===== config.mk =====
export PLATFORM = sky130hd
export DESIGN_NAME = normalized_group_level_means
export DESIGN_NICKNAME = d
export VERILOG_FILES = /design/src/rtl/nglm_pkg.sv /design/src/rtl/nglm_div.sv /design/src/rtl/nglm_datapath.sv /design/src/rtl/nglm_ctrl.sv /design/src/rtl/normalized_group_level_means.sv
export SDC_FILE = /design/constraint.sdc
export NUM_CORES = 1
export LEC_CHECK = 0
export BUFFER_PORTS_ARGS = -buffer_cell sky130_fd_sc_hd__buf_2
export CAP_MARGIN = 20
export CELL_PAD_IN_SITES_DETAIL_PLACEMENT = 1
export CELL_PAD_IN_SITES_GLOBAL_PLACEMENT = 2
export CORE_AREA = 2 2 247 249
export CTS_CLUSTER_SIZE = 8
export DETAILED_ROUTE_END_ITERATION = 8
export DIE_AREA = 0 0 249 251
export PLACE_DENSITY_LB_ADDON = 0.1
export SLEW_MARGIN = 30
export SYNTH_ARGS = -nofsm -noshare
export SYNTH_HDL_FRONTEND = slang
export SYNTH_SLANG_ARGS = --single-unit
export TNS_END_PERCENT = 1

===== constraint.sdc =====
create_clock -name clk_i -period 12.5 [get_ports clk_i]
set_clock_uncertainty 0.15 [all_clocks]
set_input_delay 1.25 -clock clk_i [delete_from_list [all_inputs] [get_ports clk_i]]
set_output_delay 1.25 -clock clk_i [all_outputs]
set_load 0.02 [all_outputs]

===== src/rtl/nglm_pkg.sv =====
// Shared types and constants for the normalised group level means block.
// Holds the controller-to-datapath command and status structures.
// Depends on nothing.
package nglm_pkg;

  localparam int unsigned NUM_GROUPS = 3;
  localparam int unsigned GRP_W      = 2;

  localparam logic [GRP_W-1:0] GRP_LEFT   = 2'd0;
  localparam logic [GRP_W-1:0] GRP_CENTER = 2'd1;
  localparam logic [GRP_W-1:0] GRP_RIGHT  = 2'd2;

  typedef struct packed {
    logic             capture;
    logic             div_start;
    logic             mean_sel;
    logic             acc_en;
    logic             acc_from_div;
    logic             level_en;
    logic             level_zero;
    logic             clear;
    logic [GRP_W-1:0] grp;
  } cmd_t;

  typedef struct packed {
    logic take;
    logic need_div;
    logic last;
    logic cnt_zero;
    logic div_done;
  } status_t;

endpackage


===== src/rtl/nglm_div.sv =====
// Iterative restoring divider, one quotient bit per cycle.
// Shared by the ratio and the group mean calculations; no package needed.
// The initial partial remainder must be below the divisor.
module nglm_div #(
  parameter int unsigned DW = 24,
  parameter int unsigned QW = 17,
  parameter int unsigned SW = 5
) (
  input  logic          clk_i,
  input  logic          rst_ni,
  input  logic          start_i,
  input  logic [DW-1:0] rem_i,
  input  logic [QW-1:0] lo_i,
  input  logic [DW-1:0] divisor_i,
  input  logic [SW-1:0] steps_i,
  output logic          done_o,
  output logic [QW-1:0] quo_o
);

  logic [DW-1:0] rem_q, rem_d;
  logic [QW-1:0] lo_q, lo_d;
  logic [DW-1:0] dvs_q, dvs_d;
  logic [QW-1:0] quo_q, quo_d;
  logic [SW-1:0] cnt_q, cnt_d;
  logic          run_q, run_d;
  logic          done_q, done_d;
  logic [DW:0]   rem2;
  logic [DW:0]   diff;
  logic          ge;

  assign rem2 = {rem_q, lo_q[QW-1]};
  assign diff = rem2 - {1'b0, dvs_q};
  assign ge   = rem2 >= {1'b0, dvs_q};

  always_comb begin
    rem_d  = rem_q;
    lo_d   = lo_q;
    dvs_d  = dvs_q;
    quo_d  = quo_q;
    cnt_d  = cnt_q;
    run_d  = run_q;
    done_d = 1'b0;
    if (start_i) begin
      rem_d = rem_i;
      lo_d  = lo_i;
      dvs_d = divisor_i;
      quo_d = '0;
      cnt_d = steps_i;
      run_d = 1'b1;
    end else if (run_q) begin
      rem_d = ge ? diff[DW-1:0] : rem2[DW-1:0];
      lo_d  = {lo_q[QW-2:0], 1'b0};
      quo_d = {quo_q[QW-2:0], ge};
      cnt_d = cnt_q - SW'(1);
      if (cnt_q == SW'(1)) begin
        run_d  = 1'b0;
        done_d = 1'b1;
      end
    end
  end

  always_ff @(posedge clk_i or negedge rst_ni) begin
    if (!rst_ni) begin
      run_q  <= 1'b0;
      done_q <= 1'b0;
      cnt_q  <= '0;
    end else begin
      run_q  <= run_d;
      done_q <= done_d;
      cnt_q  <= cnt_d;
    end
  end

  always_ff @(posedge clk_i) begin
    rem_q <= rem_d;
    lo_q  <= lo_d;
    dvs_q <= dvs_d;
    quo_q <= quo_d;
  end

  assign done_o = done_q;
  assign quo_o  = quo_q;

endmodule


===== src/rtl/nglm_datapath.sv =====
// Datapath: captured beat, span and offset, group accumulators and means.
// Depends on nglm_pkg for command and status types and on nglm_div.
// Driven entirely by commands from nglm_ctrl.
module nglm_datapath #(
  parameter int unsigned MAX_GROUP_ITEMS = 4096,
  parameter int unsigned SAMPLE_BITS     = 24,
  parameter int unsigned FRAC_BITS       = 16
) (
  input  logic                   clk_i,
  input  logic                   rst_ni,
  input  nglm_pkg::cmd_t         cmd_i,
  output nglm_pkg::status_t      status_o,
  input  logic                   has_sample_i,
  input  logic [SAMPLE_BITS-1:0] sample_i,
  input  logic [SAMPLE_BITS-1:0] low_ref_i,
  input  logic [SAMPLE_BITS-1:0] high_ref_i,
  input  logic [1:0]             group_i,
  input  logic                   last_i,
  output logic [FRAC_BITS:0]     level_left_o,
  output logic [FRAC_BITS:0]     level_center_o,
  output logic [FRAC_BITS:0]     level_right_o
);
  import nglm_pkg::*;

  localparam int unsigned SB    = SAMPLE_BITS;
  localparam int unsigned QW    = FRAC_BITS + 1;
  localparam int unsigned CNT_W = $clog2(MAX_GROUP_ITEMS + 1);
  localparam int unsigned SUM_W = QW + $clog2(MAX_GROUP_ITEMS);
  localparam int unsigned DW    = (SB > CNT_W) ? SB : CNT_W;
  localparam int unsigned SW    = $clog2(QW + 1);

  logic                has_q, last_q;
  logic [GRP_W-1:0]    grp_q;
  logic signed [SB:0]  span_q, num_q;
  logic signed [SB:0]  span_d, num_d;
  logic [SUM_W-1:0]    sum_q [NUM_GROUPS];
  logic [CNT_W-1:0]    cnt_q [NUM_GROUPS];
  logic [QW-1:0]       level_q [NUM_GROUPS];
  logic [GRP_W-1:0]    idx, rd_idx;
  logic [SUM_W-1:0]    rd_sum, sum_hi;
  logic [CNT_W-1:0]    rd_cnt;
  logic                grp_ok, pos, full_scale;
  logic [QW-1:0]       add_val, special_val;
  logic [DW-1:0]       div_rem, div_dvs;
  logic [QW-1:0]       div_lo, quo;
  logic [SW-1:0]       div_steps;
  logic                div_done;

  assign span_d = {high_ref_i[SB-1], high_ref_i} - {low_ref_i[SB-1], low_ref_i};
  assign num_d  = {sample_i[SB-1], sample_i} - {low_ref_i[SB-1], low_ref_i};

  always_ff @(posedge clk_i) begin
    if (cmd_i.capture) begin
      has_q  <= has_sample_i;
      last_q <= last_i;
      grp_q  <= group_i;
      span_q <= span_d;
      num_q  <= num_d;
    end
  end

  assign idx    = cmd_i.mean_sel ? cmd_i.grp : grp_q;
  assign rd_idx = (idx == GRP_RIGHT || idx == GRP_LEFT || idx == GRP_CENTER) ? idx : GRP_RIGHT;
  assign rd_sum = sum_q[rd_idx];
  assign rd_cnt = cnt_q[rd_idx];
  assign sum_hi = rd_sum >> QW;

  assign grp_ok      = (grp_q == GRP_LEFT) || (grp_q == GRP_CENTER) || (grp_q == GRP_RIGHT);
  assign pos         = (span_q > 0) && (num_q > 0);
  assign full_scale  = pos && (num_q >= span_q);
  assign special_val = full_scale ? {1'b1, {FRAC_BITS{1'b0}}} : '0;
  assign add_val     = cmd_i.acc_from_div ? quo : special_val;

  assign status_o.take     = has_q && grp_ok && (rd_cnt < CNT_W'(MAX_GROUP_ITEMS));
  assign status_o.need_div = pos && !full_scale;
  assign status_o.last     = last_q;
  assign status_o.cnt_zero = (rd_cnt == '0);
  assign status_o.div_done = div_done;

  always_comb begin
    if (cmd_i.mean_sel) begin
      div_rem   = DW'(sum_hi);
      div_lo    = rd_sum[QW-1:0];
      div_dvs   = DW'(rd_cnt);
      div_steps = SW'(QW);
    end else begin
      div_rem   = DW'(num_q[SB-1:0]);
      div_lo    = '0;
      div_dvs   = DW'(span_q[SB-1:0]);
      div_steps = SW'(FRAC_BITS);
    end
  end

  nglm_div #(
    .DW(DW),
    .QW(QW),
    .SW(SW)
  ) u_div (
    .clk_i    (clk_i),
    .rst_ni   (rst_ni),
    .start_i  (cmd_i.div_start),
    .rem_i    (div_rem),
    .lo_i     (div_lo),
    .divisor_i(div_dvs),
    .steps_i  (div_steps),
    .done_o   (div_done),
    .quo_o    (quo)
  );

  always_ff @(posedge clk_i or negedge rst_ni) begin
    if (!rst_ni) begin
      for (int g = 0; g < NUM_GROUPS; g++) begin
        sum_q[g] <= '0;
        cnt_q[g] <= '0;
      end
    end else if (cmd_i.clear) begin
      for (int g = 0; g < NUM_GROUPS; g++) begin
        sum_q[g] <= '0;
        cnt_q[g] <= '0;
      end
    end else if (cmd_i.acc_en) begin
      for (int g = 0; g < NUM_GROUPS; g++) begin
        if (rd_idx == GRP_W'(g)) begin
          sum_q[g] <= sum_q[g] + SUM_W'(add_val);
          cnt_q[g] <= cnt_q[g] + CNT_W'(1);
        end
      end
    end
  end

  always_ff @(posedge clk_i) begin
    if (cmd_i.level_en) begin
      for (int g = 0; g < NUM_GROUPS; g++) begin
        if (cmd_i.grp == GRP_W'(g)) begin
          level_q[g] <= cmd_i.level_zero ? '0 : quo;
        end
      end
    end
  end

  assign level_left_o   = level_q[GRP_LEFT];
  assign level_center_o = level_q[GRP_CENTER];
  assign level_right_o  = level_q[GRP_RIGHT];

endmodule


===== src/rtl/nglm_ctrl.sv =====
// Controller state machine: sequences capture, ratio divide, accumulation,
// the three group means and the result beat. Depends on nglm_pkg.
module nglm_ctrl (
  input  logic              clk_i,
  input  logic              rst_ni,
  input  logic              start,
  output logic              busy,
  output logic              valid_o,
  output nglm_pkg::cmd_t    cmd_o,
  input  nglm_pkg::status_t status_i
);
  import nglm_pkg::*;

  localparam logic [2:0] S_IDLE  = 3'd0;
  localparam logic [2:0] S_CHECK = 3'd1;
  localparam logic [2:0] S_DIVR  = 3'd2;
  localparam logic [2:0] S_MSET  = 3'd3;
  localparam logic [2:0] S_MWAIT = 3'd4;
  localparam logic [2:0] S_EMIT  = 3'd5;

  logic [2:0]       state_q, state_d;
  logic [GRP_W-1:0] k_q, k_d;

  always_comb begin
    state_d = state_q;
    k_d     = k_q;
    cmd_o   = '0;
    cmd_o.grp = k_q;
    unique case (state_q)
      S_IDLE: begin
        k_d = GRP_LEFT;
        if (start) begin
          cmd_o.capture = 1'b1;
          state_d       = S_CHECK;
        end
      end
      S_CHECK: begin
        if (status_i.take && status_i.need_div) begin
          cmd_o.div_start = 1'b1;
          state_d         = S_DIVR;
        end else begin
          cmd_o.acc_en = status_i.take;
          state_d      = status_i.last ? S_MSET : S_IDLE;
        end
      end
      S_DIVR: begin
        if (status_i.div_done) begin
          cmd_o.acc_en       = 1'b1;
          cmd_o.acc_from_div = 1'b1;
          state_d            = status_i.last ? S_MSET : S_IDLE;
        end
      end
      S_MSET: begin
        cmd_o.mean_sel = 1'b1;
        if (status_i.cnt_zero) begin
          cmd_o.level_en   = 1'b1;
          cmd_o.level_zero = 1'b1;
          k_d              = k_q + GRP_W'(1);
          state_d          = (k_q == GRP_RIGHT) ? S_EMIT : S_MSET;
        end else begin
          cmd_o.div_start = 1'b1;
          state_d         = S_MWAIT;
        end
      end
      S_MWAIT: begin
        cmd_o.mean_sel = 1'b1;
        if (status_i.div_done) begin
          cmd_o.level_en = 1'b1;
          k_d            = k_q + GRP_W'(1);
          state_d        = (k_q == GRP_RIGHT) ? S_EMIT : S_MSET;
        end
      end
      S_EMIT: begin
        cmd_o.clear = 1'b1;
        state_d     = S_IDLE;
      end
      default: begin
        state_d = S_IDLE;
      end
    endcase
  end

  always_ff @(posedge clk_i or negedge rst_ni) begin
    if (!rst_ni) begin
      state_q <= S_IDLE;
      k_q     <= GRP_LEFT;
    end else begin
      state_q <= state_d;
      k_q     <= k_d;
    end
  end

  assign busy    = (state_q != S_IDLE);
  assign valid_o = (state_q == S_EMIT);

`ifndef SYNTHESIS
  a_done_when_waiting: assert property (@(posedge clk_i) disable iff (!rst_ni)
    status_i.div_done |-> (state_q == S_DIVR || state_q == S_MWAIT))
    else $error("Divider finished while the controller was not waiting for it.");

  a_single_beat: assert property (@(posedge clk_i) disable iff (!rst_ni)
    valid_o |=> !valid_o)
    else $error("Result beat lasted more than one cycle.");

  a_accept_to_check: assert property (@(posedge clk_i) disable iff (!rst_ni)
    (start && !busy) |=> (state_q == S_CHECK))
    else $error("Accepted beat did not move the controller to the check state.");

  a_mean_group_range: assert property (@(posedge clk_i) disable iff (!rst_ni)
    (state_q == S_MSET || state_q == S_MWAIT) |-> (k_q != 2'd3))
    else $error("Mean sequence ran past the last group.");
`endif

endmodule


===== src/rtl/normalized_group_level_means.sv =====
// Normalised group level means, top level: nglm_ctrl plus nglm_datapath.
// A pixel beat whose ratio needs the divider waits for the shared divider, which
// yields one quotient bit per cycle; other beats skip the divider.
// A beat with last set then runs the divider for each group mean with a nonzero count.
// The result beat lasts one cycle and cannot be stalled; busy is low after it.
// Reset is asynchronous and active low and clears all sums and counts at once.
module normalized_group_level_means #(
  parameter int unsigned MAX_GROUP_ITEMS = 4096,
  parameter int unsigned SAMPLE_BITS     = 24,
  parameter int unsigned FRAC_BITS       = 16
) (
  input  logic                   clk_i,
  input  logic                   rst_ni,
  input  logic                   start,
  output logic                   busy,
  input  logic                   has_sample_i,
  input  logic [SAMPLE_BITS-1:0] sample_i,
  input  logic [SAMPLE_BITS-1:0] low_ref_i,
  input  logic [SAMPLE_BITS-1:0] high_ref_i,
  input  logic [1:0]             group_i,
  input  logic                   last_i,
  output logic                   valid_o,
  output logic [FRAC_BITS:0]     level_left_o,
  output logic [FRAC_BITS:0]     level_center_o,
  output logic [FRAC_BITS:0]     level_right_o
);
  import nglm_pkg::*;

  cmd_t    cmd;
  status_t status;

  nglm_ctrl u_ctrl (
    .clk_i   (clk_i),
    .rst_ni  (rst_ni),
    .start   (start),
    .busy    (busy),
    .valid_o (valid_o),
    .cmd_o   (cmd),
    .status_i(status)
  );

  nglm_datapath #(
    .MAX_GROUP_ITEMS(MAX_GROUP_ITEMS),
    .SAMPLE_BITS    (SAMPLE_BITS),
    .FRAC_BITS      (FRAC_BITS)
  ) u_datapath (
    .clk_i         (clk_i),
    .rst_ni        (rst_ni),
    .cmd_i         (cmd),
    .status_o      (status),
    .has_sample_i  (has_sample_i),
    .sample_i      (sample_i),
    .low_ref_i     (low_ref_i),
    .high_ref_i    (high_ref_i),
    .group_i       (group_i),
    .last_i        (last_i),
    .level_left_o  (level_left_o),
    .level_center_o(level_center_o),
    .level_right_o (level_right_o)
  );

endmodule


==> Word-level counts from Yosys, hierarchy flattened <==
Memories as Yosys holds them, arrays and structs flattened.
Index checks and enable logic that the tools add are counted.
{ "totals": {"ff_bits": 274, "mem_count": 1, "ram_bits": 51, "in_bits": 79, "elab_cells": 169} }
{ "mem_list": {"columns": ["name", "words", "width", "read_ports", "rd_ports_with_merged_regs", "wr", "line_no", "text"], "rows": [
  ["u_datapath.level_q", 3, 17, 3, 0, 1, "nglm_datapath.sv:38", "logic [QW-1:0] level_q [NUM_GROUPS];"]
]} }
{ "op_classes": {"order_cmp": 6, "reduce_logical": 32, "eq_ne": 18, "mux": 79, "add_sub_neg": 11, "bitwise_logic": 1} }
{ "op_table": {"columns": ["op", "count"], "rows": [
  ["two-way mux 87 bit", 2],
  ["two-way mux 29 bit", 5],
  ["two-way mux 17 bit", 8],
  ["two-way mux 24 bit", 4],
  ["adder 29 x 17 -> 29 bit", 3],
  ["two-way mux 13 bit", 6],
  ["two-way mux 39 bit", 2],
  ["binary-select mux 29 bit (select 2 bit)", 1],
  ["> comparator 25 x 1 -> 1 bit (second input constant)", 2],
  ["subtractor 24 x 24 -> 25 bit", 2],
  ["adder 13 x 1 -> 13 bit (second input constant)", 3],
  ["OR reduction 17 bit", 2],
  ["two-way mux 1 bit", 28],
  ["binary-select mux 13 bit (select 2 bit)", 1],
  [">= comparator 25 x 24 -> 1 bit", 1],
  [">= comparator 25 bit", 1],
  ["subtractor 24 bit", 1],
  ["two-way mux 2 bit", 9],
  ["two-way mux 3 bit", 6],
  ["case mux 3 bit (5 select lines)", 1],
  ["logical NOT 13 bit", 1],
  ["less-than comparator 13 bit (second input constant)", 1],
  ["two-way mux 5 bit", 2],
  ["nonzero test 2 bit", 5],
  ["23 further kinds", 50]
]} }

==> Longest topological paths before layout <==
{ "logic_depth": {"word_depth": 20, "ltp_mapped": 18, "ltp_nobuf": 18} }

==> Cells and area by module <==
From an unflattened synthesis, not the netlist that was laid out.
{ "hier_totals": {"cells_unflattened": 2257, "hier_area_um2": 21453.1} }
{ "modules_own_cells": {"columns": ["mod", "n_inst", "area_per_inst_um2", "seq_area_each_um2", "cells_per_inst"], "rows": [
  ["nglm_datapath", 1, 15931.5, 6306.0, 1723],
  ["nglm_div", 1, 5072.4, 2467.4, 472],
  ["nglm_ctrl", 1, 449.2, 125.1, 62]
]} }

==> Worst setup path before layout <==
Ideal clock, no wire load.
{ "synth_timing": {"path_type": "reg-to-reg", "startpoint": "register u_ctrl.state_q[2]", "endpoint": "register u_datapath.sum_q[86] (netlist name)", "stages_incl_launch_ff": 18, "path_buffers": 3, "t_required_ps": 12218, "t_arrival_ps": 3718, "period_less_slack_ps": 4000, "path_slack_ps": 8500, "cell_sequence": "dfrtp_1 buf_4 clkinv_1 nand2_1 nor3_1 clkbuf_1 clkbuf_1 and2_1 ha_1 a2111oi_0 o21ai_0 a211o_1 a311o_1 o211ai_1 a211o_1 a211oi_1 xnor2_1 nor2_1"} }
{ "synth_between": {"elab_chain_len": 19, "elab_cells_between_ends": 34} }
{ "synth_rtl": {"columns": ["element", "line_no", "text"], "rows": [
  ["from (decl)", "nglm_ctrl.sv:21", "logic [2:0] state_q, state_d;"],
  ["from (signal assigned)", "nglm_ctrl.sv:88", "state_q <= state_d;"],
  ["== test 3 x 2 -> 1 bit / == test 3 bit (equally long branches)", "nglm_ctrl.sv:29", "unique case (state_q)"],
  ["OR reduction 2 bit (no source line)", null, null],
  ["two-way mux 1 bit", "nglm_ctrl.sv:29", null],
  ["two-way mux 2 bit", "nglm_datapath.sv:62", "assign idx = cmd_i.mean_sel ? cmd_i.grp : grp_q;"],
  ["== test 2 bit / logical NOT 2 bit (equally long branches)", "nglm_datapath.sv:63", "assign rd_idx = (idx == GRP_RIGHT || idx == GRP_LEFT || idx == GRP_CENTER) ? idx : GRP_RIGHT;"],
  ["logical OR 1 bit (2 in a row)", "nglm_datapath.sv:63", null],
  ["two-way mux 2 bit", "nglm_datapath.sv:63", null],
  ["NOT 2 -> 3 bit (not written as such)", "nglm_datapath.sv:65", "assign rd_cnt = cnt_q[rd_idx];"],
  ["binary-select mux 13 bit (select 2 bit)", "nglm_datapath.sv:65", null],
  ["two-way mux 13 bit (not written as such) (2 in a row)", "nglm_datapath.sv:65", null],
  ["less-than comparator 13 bit", "nglm_datapath.sv:74", "assign status_o.take = has_q && grp_ok && (rd_cnt < CNT_W'(MAX_GROUP_ITEMS));"],
  ["logical AND 1 bit", "nglm_datapath.sv:74", null],
  ["logical AND 1 bit", "nglm_ctrl.sv:38", "if (status_i.take && status_i.need_div) begin"],
  ["two-way mux 1 bit", "nglm_ctrl.sv:38", null],
  ["case mux 1 bit (2 select lines)", "nglm_ctrl.sv:29", null],
  ["nonzero test 2 bit (no source line)", null, null],
  ["AND reduction 2 bit (no source line)", null, null],
  ["to (signal, indexed assignment)", "nglm_datapath.sv:124", "sum_q[g] <= sum_q[g] + SUM_W'(add_val);"],
  ["to (decl)", "nglm_datapath.sv:36", "logic [SUM_W-1:0] sum_q [NUM_GROUPS];"]
]} }
Several ways; a longest one is shown, not always the timed one. The select of a mux whose other input is x is not followed.
A chain may end at the register's enable or synchronous reset.

==> Worst setup path in the final report <==
{ "layout_timing": {"startpoint": "register u_ctrl.state_q[0]", "endpoint": "memory u_datapath.level_q[1][10], in the netlist u_datapath.level_q[0][27], enable pin"} }
{ "layout_between": {"elab_chain_len": 20, "elab_cells_between_ends": 30} }
{ "layout_rtl": {"columns": ["element", "line_no", "text"], "rows": [
  ["== test 3 x 2 -> 1 bit / == test 3 bit (equally long branches)", "nglm_ctrl.sv:29", null],
  ["OR reduction 2 bit (no source line)", null, null],
  ["two-way mux 1 bit", "nglm_ctrl.sv:29", null],
  ["two-way mux 2 bit", "nglm_datapath.sv:62", null],
  ["== test 2 bit / logical NOT 2 bit (equally long branches)", "nglm_datapath.sv:63", null],
  ["logical OR 1 bit (2 in a row)", "nglm_datapath.sv:63", null],
  ["two-way mux 2 bit", "nglm_datapath.sv:63", null],
  ["NOT 2 -> 3 bit (not written as such)", "nglm_datapath.sv:65", null],
  ["binary-select mux 13 bit (select 2 bit)", "nglm_datapath.sv:65", null],
  ["two-way mux 13 bit (not written as such) (2 in a row)", "nglm_datapath.sv:65", null],
  ["logical NOT 13 bit", "nglm_datapath.sv:77", "assign status_o.cnt_zero = (rd_cnt == '0);"],
  ["two-way mux 2 bit", "nglm_ctrl.sv:55", "if (status_i.cnt_zero) begin"],
  ["case mux 1 bit (2 select lines) *", "nglm_ctrl.sv:29", null],
  ["two-way mux 1 bit", "nglm_datapath.sv:132", "if (cmd_i.level_en) begin"],
  ["two-way mux 1 bit", "nglm_datapath.sv:135", "level_q[g] <= cmd_i.level_zero ? '0 : quo;"],
  ["OR reduction 17 bit (no source line)", null, null],
  ["two-way mux 2 bit (no source line) / two-way mux 1 bit (equally long branches) (2 in a row)", null, null],
  ["to (decl)", "nglm_datapath.sv:38", null]
]} }
Every way passes the cells marked *; elsewhere a longest branch is shown, timed or not. The select of a mux whose other input is x is not followed.

==> impl_metrics.toml <==
[synthesis]
synth.top_cell.area_share_pct = 24.56
synthesis.area_um2 = 20790
synth_area_leader_cell = "edfxtp_1"
ys.flop_type = "edfxtp_1"
synthCells = 2188
syn_nets = 2430
yosys-top-cells-area = "edfxtp_1 25%, dfrtp_1 17%, ha_1 9.4%"
async_flop_share_pct = 42.46
avgSynthCellArea_um2 = 9.501
synth_edf_count = 170
ys_ff_latch = 325
yosysWarnings = 0
yosysSeqAreaShare_pct = 42.80
synth_cell_types = 86

[sta]
relSlewSlack_pct = 35.62
fin_crit_sh_pct = 44.42
max_freq_mhz = 180.1
setup_tns_ns = 0
worstMarginPinSlew_ns = 0.9656
layout_min_cycle_time_ns = 5.553
slew_viol_final = 0
grt_setup_unrepaired = "false"
hold_viol_final = 0
setup_viol = 0

[final_layout]
syn_to_final_growth_pct = 13.59
drive_gt1_share_pct = 11.65
fin_util_pct = 39.49
n_fill_cell = 6838
num-nets-final = 2544
instances_no_fill = 3118
final_area_um2 = 23610

[clock_network]
htree_num_levels = 2
clock-root-buffer = "clkbuf_16"
holdBufCountCts = 0
clk_pin_slew_ns = 0.05
cts_buffers = 47
post-cts-setup-buffers = 0
clockBufferDepth = 3
clkSinkCount = 325
cts_resized = 0
clock_latency_ns = 0.59
cts_tree = "built"

[detailed_routing]
wl_um = 64440
routed_via_density = 5.293
ant_nets = 0
dr.pass1.iters = 4
drc = 0
drt-initial-drc-count = 829
wire_per_inst_um = 20.67
vias = 16510

[pwr]
p_leak_nw = 9.842
ir_drop_uv = 88.36
power_density_nw_per_um2 = 104.6
power_mw = 2.470

[die]
fp.coreArea_um2 = 59790
rows = 90
die_w_um = 249
dieArea_um2 = 62500
die_h_um = 251
initial_core_util_pct = 34.77
num_io_pins = 132

[min_path]
hp-class = "flop to flop"

[placed_design]
dpl.cell_count = 3034
hpwl_um = 47840
routabilityCongestion = 0.8139
dpl_cell_area_um2 = 22220
portBuffers = 131

[setup_path]
cp-end-kind = "flop"
crit_type = "flop to flop"
crit_required_ns = 12.56
critPathMaxFanout = 27
startpoint_type = "flop"
worstPathArrival_ns = 5.61
rrSetupSlack_ns = 6.95

[global_route]
grtUsageTotal_pct = 20.57
grt_overflow = 0
grt_first_pass_wirelength_um = 101200
grt_max_degree = 71
antenna_found_initial = 0
grt_pass1_vias = 17830

[job]
cap_violations = 0

[run_status]
status = "completed"
==> final cells by class <==
type / instances / area (um^2) / share of cell area, %
multi-input combinational: 1661 / 11130 / 47.14
clock buffer: 78 / 1303 / 5.516
sequential: 325 / 8900 / 37.69
tap: 782 / 978.4 / 4.143
inverter: 121 / 456.7 / 1.934
antenna: 1 / 2.502 / 0.01060
clock inverter: 4 / 60.06 / 0.2543
timing repair buffer: 146 / 782.0 / 3.312
==> critical path: stages (launching register included) <==
cell and delay [ns]:
dfrtp_1 0.95, a21boi_1 0.25, o22ai_2 0.48, nand2_2 0.57, mux2_2 0.51, a21oi_1 0.19
and4_1 0.20, nand4_1 0.21, nor2_2 0.74, nor2_1 0.34, nor2b_4 0.55
==> layout by cell type, fill, tap and decap left out, types with 28 or more instances in the layout <==
| master | count |
|---|---|
| nor2_1 | 184 |
| xnor2_1 | 99 |
| ha_1 | 157 |
| clkbuf_1 | 30 |
| nor3_1 | 40 |
| edfxtp_1 | 170 |
| inv_1 | 118 |
| nand2_1 | 185 |
| o21ai_0 | 153 |
| a21o_1 | 43 |
| nand4_1 | 28 |
| dfrtp_1 | 137 |
| and2_1 | 35 |
| nand3_1 | 125 |
| xor2_1 | 64 |
| buf_2 | 130 |
| mux2i_1 | 38 |
| a21oi_1 | 154 |
| nor2b_1 | 32 |
| clkbuf_16 | 47 |
==> worst paths after layout <==
check / cells past startpoint / start / end
min in group asynchronous: 1 / rst_ni / u_datapath.sum_q[69]
max: 10 / u_ctrl.state_q[0] / u_datapath.level_q[0][27]
max in group asynchronous: 2 / rst_ni / u_datapath.cnt_q[19]
min: 1 / u_datapath.sum_q[19] / u_datapath.sum_q[19]
min reg2reg: 1 / u_datapath.sum_q[19] / u_datapath.sum_q[19]
max reg2reg: 10 / u_ctrl.state_q[0] / u_datapath.level_q[0][27]
==> kinds of logic after synthesis <==
| family | synth area share (%) |
|---|---|
| buf+inv | 3.990 |
| xor+xnor | 6.867 |
| flops | 42.80 |
| simple gates | 17.44 |
| fa+ha+maj | 10.03 |
| mux | 2.480 |
| compound gates | 16.39 |
==> through the flow <==
| step | setup WS [ns] | hold WS (ns) |
|---|---|---|
| 6_report | 6.947 | 0.3645 |
| 5_1_grt | 6.499 | 0.3912 |
| 4_1_cts | 6.652 | 0.3691 |
| 3_5_place_dp | 6.677 | 0.3584 |
| 3_3_place_gp | 6.961 | 0.3493 |
| 2_1_floorplan | 8.500 | 0.3214 |
==> flip-flops by register name, indices dropped and copies added, names as in the netlist, 2 cells and up <==
register / cells
u_datapath.sum_q: 87
u_datapath.level_q: 51
u_datapath.cnt_q: 39
u_datapath.num_q: 25
u_datapath.span_q: 25
u_datapath.u_div.dvs_q: 24
u_datapath.u_div.rem_q: 24
u_datapath.u_div.lo_q: 17
u_datapath.u_div.quo_o: 17
u_datapath.u_div.cnt_q: 5
u_ctrl.state_q: 3
u_ctrl.k_q: 2
u_datapath.grp_q: 2
==> report_power, final <==
group | switching, mW | internal (mW) | total [mW] | leakage, nW
Sequential | 0 | 1.13 | 1.13 | 3.42
Combinational | 0.0823 | 0.0609 | 0.143 | 5.77
Clock | 0.490 | 0.706 | 1.20 | 0.649
==> cells in the mapped netlist (all sizes together) (6+ instances only) <==
| cell | number |
|---|---|
| a31oi | 15 |
| mux2 | 12 |
| nor3b | 8 |
| or3 | 9 |
| dfrtp | 138 |
| and2 | 36 |
| buf | 33 |
| o31ai | 6 |
| a21o | 43 |
| clkbuf | 48 |
| fa | 6 |
| o211ai | 20 |
| a31o | 11 |
| o2111ai | 7 |
| ha | 157 |
| nand2 | 188 |
| nor4 | 17 |
| nand2b | 21 |
| o21bai | 12 |
| o21a | 26 |
| a221oi | 7 |
| a2111oi | 6 |
| mux2i | 38 |
| and4 | 6 |
| nand4 | 29 |
| edfxtp | 170 |
| o31a | 6 |
| a211oi | 20 |
| xor2 | 64 |
| nor3 | 44 |
| inv | 119 |
| nand3 | 126 |
| nor2 | 188 |
| dfxtp | 17 |
| and3 | 24 |
| xnor2 | 99 |
| a21oi | 155 |
| nor2b | 35 |
| o21ai | 174 |
==> metal layers <==
layer	share of wire, %	GRT usage (%)	vias to the layer above	wire length, um
li1	-	-	8091	-
met1	45	25.76	8052	29060
met2	49	36.40	267	31300
met3	3.0	2.620	95	1902
met4	3.4	7.290	0	2176
met5	0	0	-	0
(Power assumes the default switching activity.)
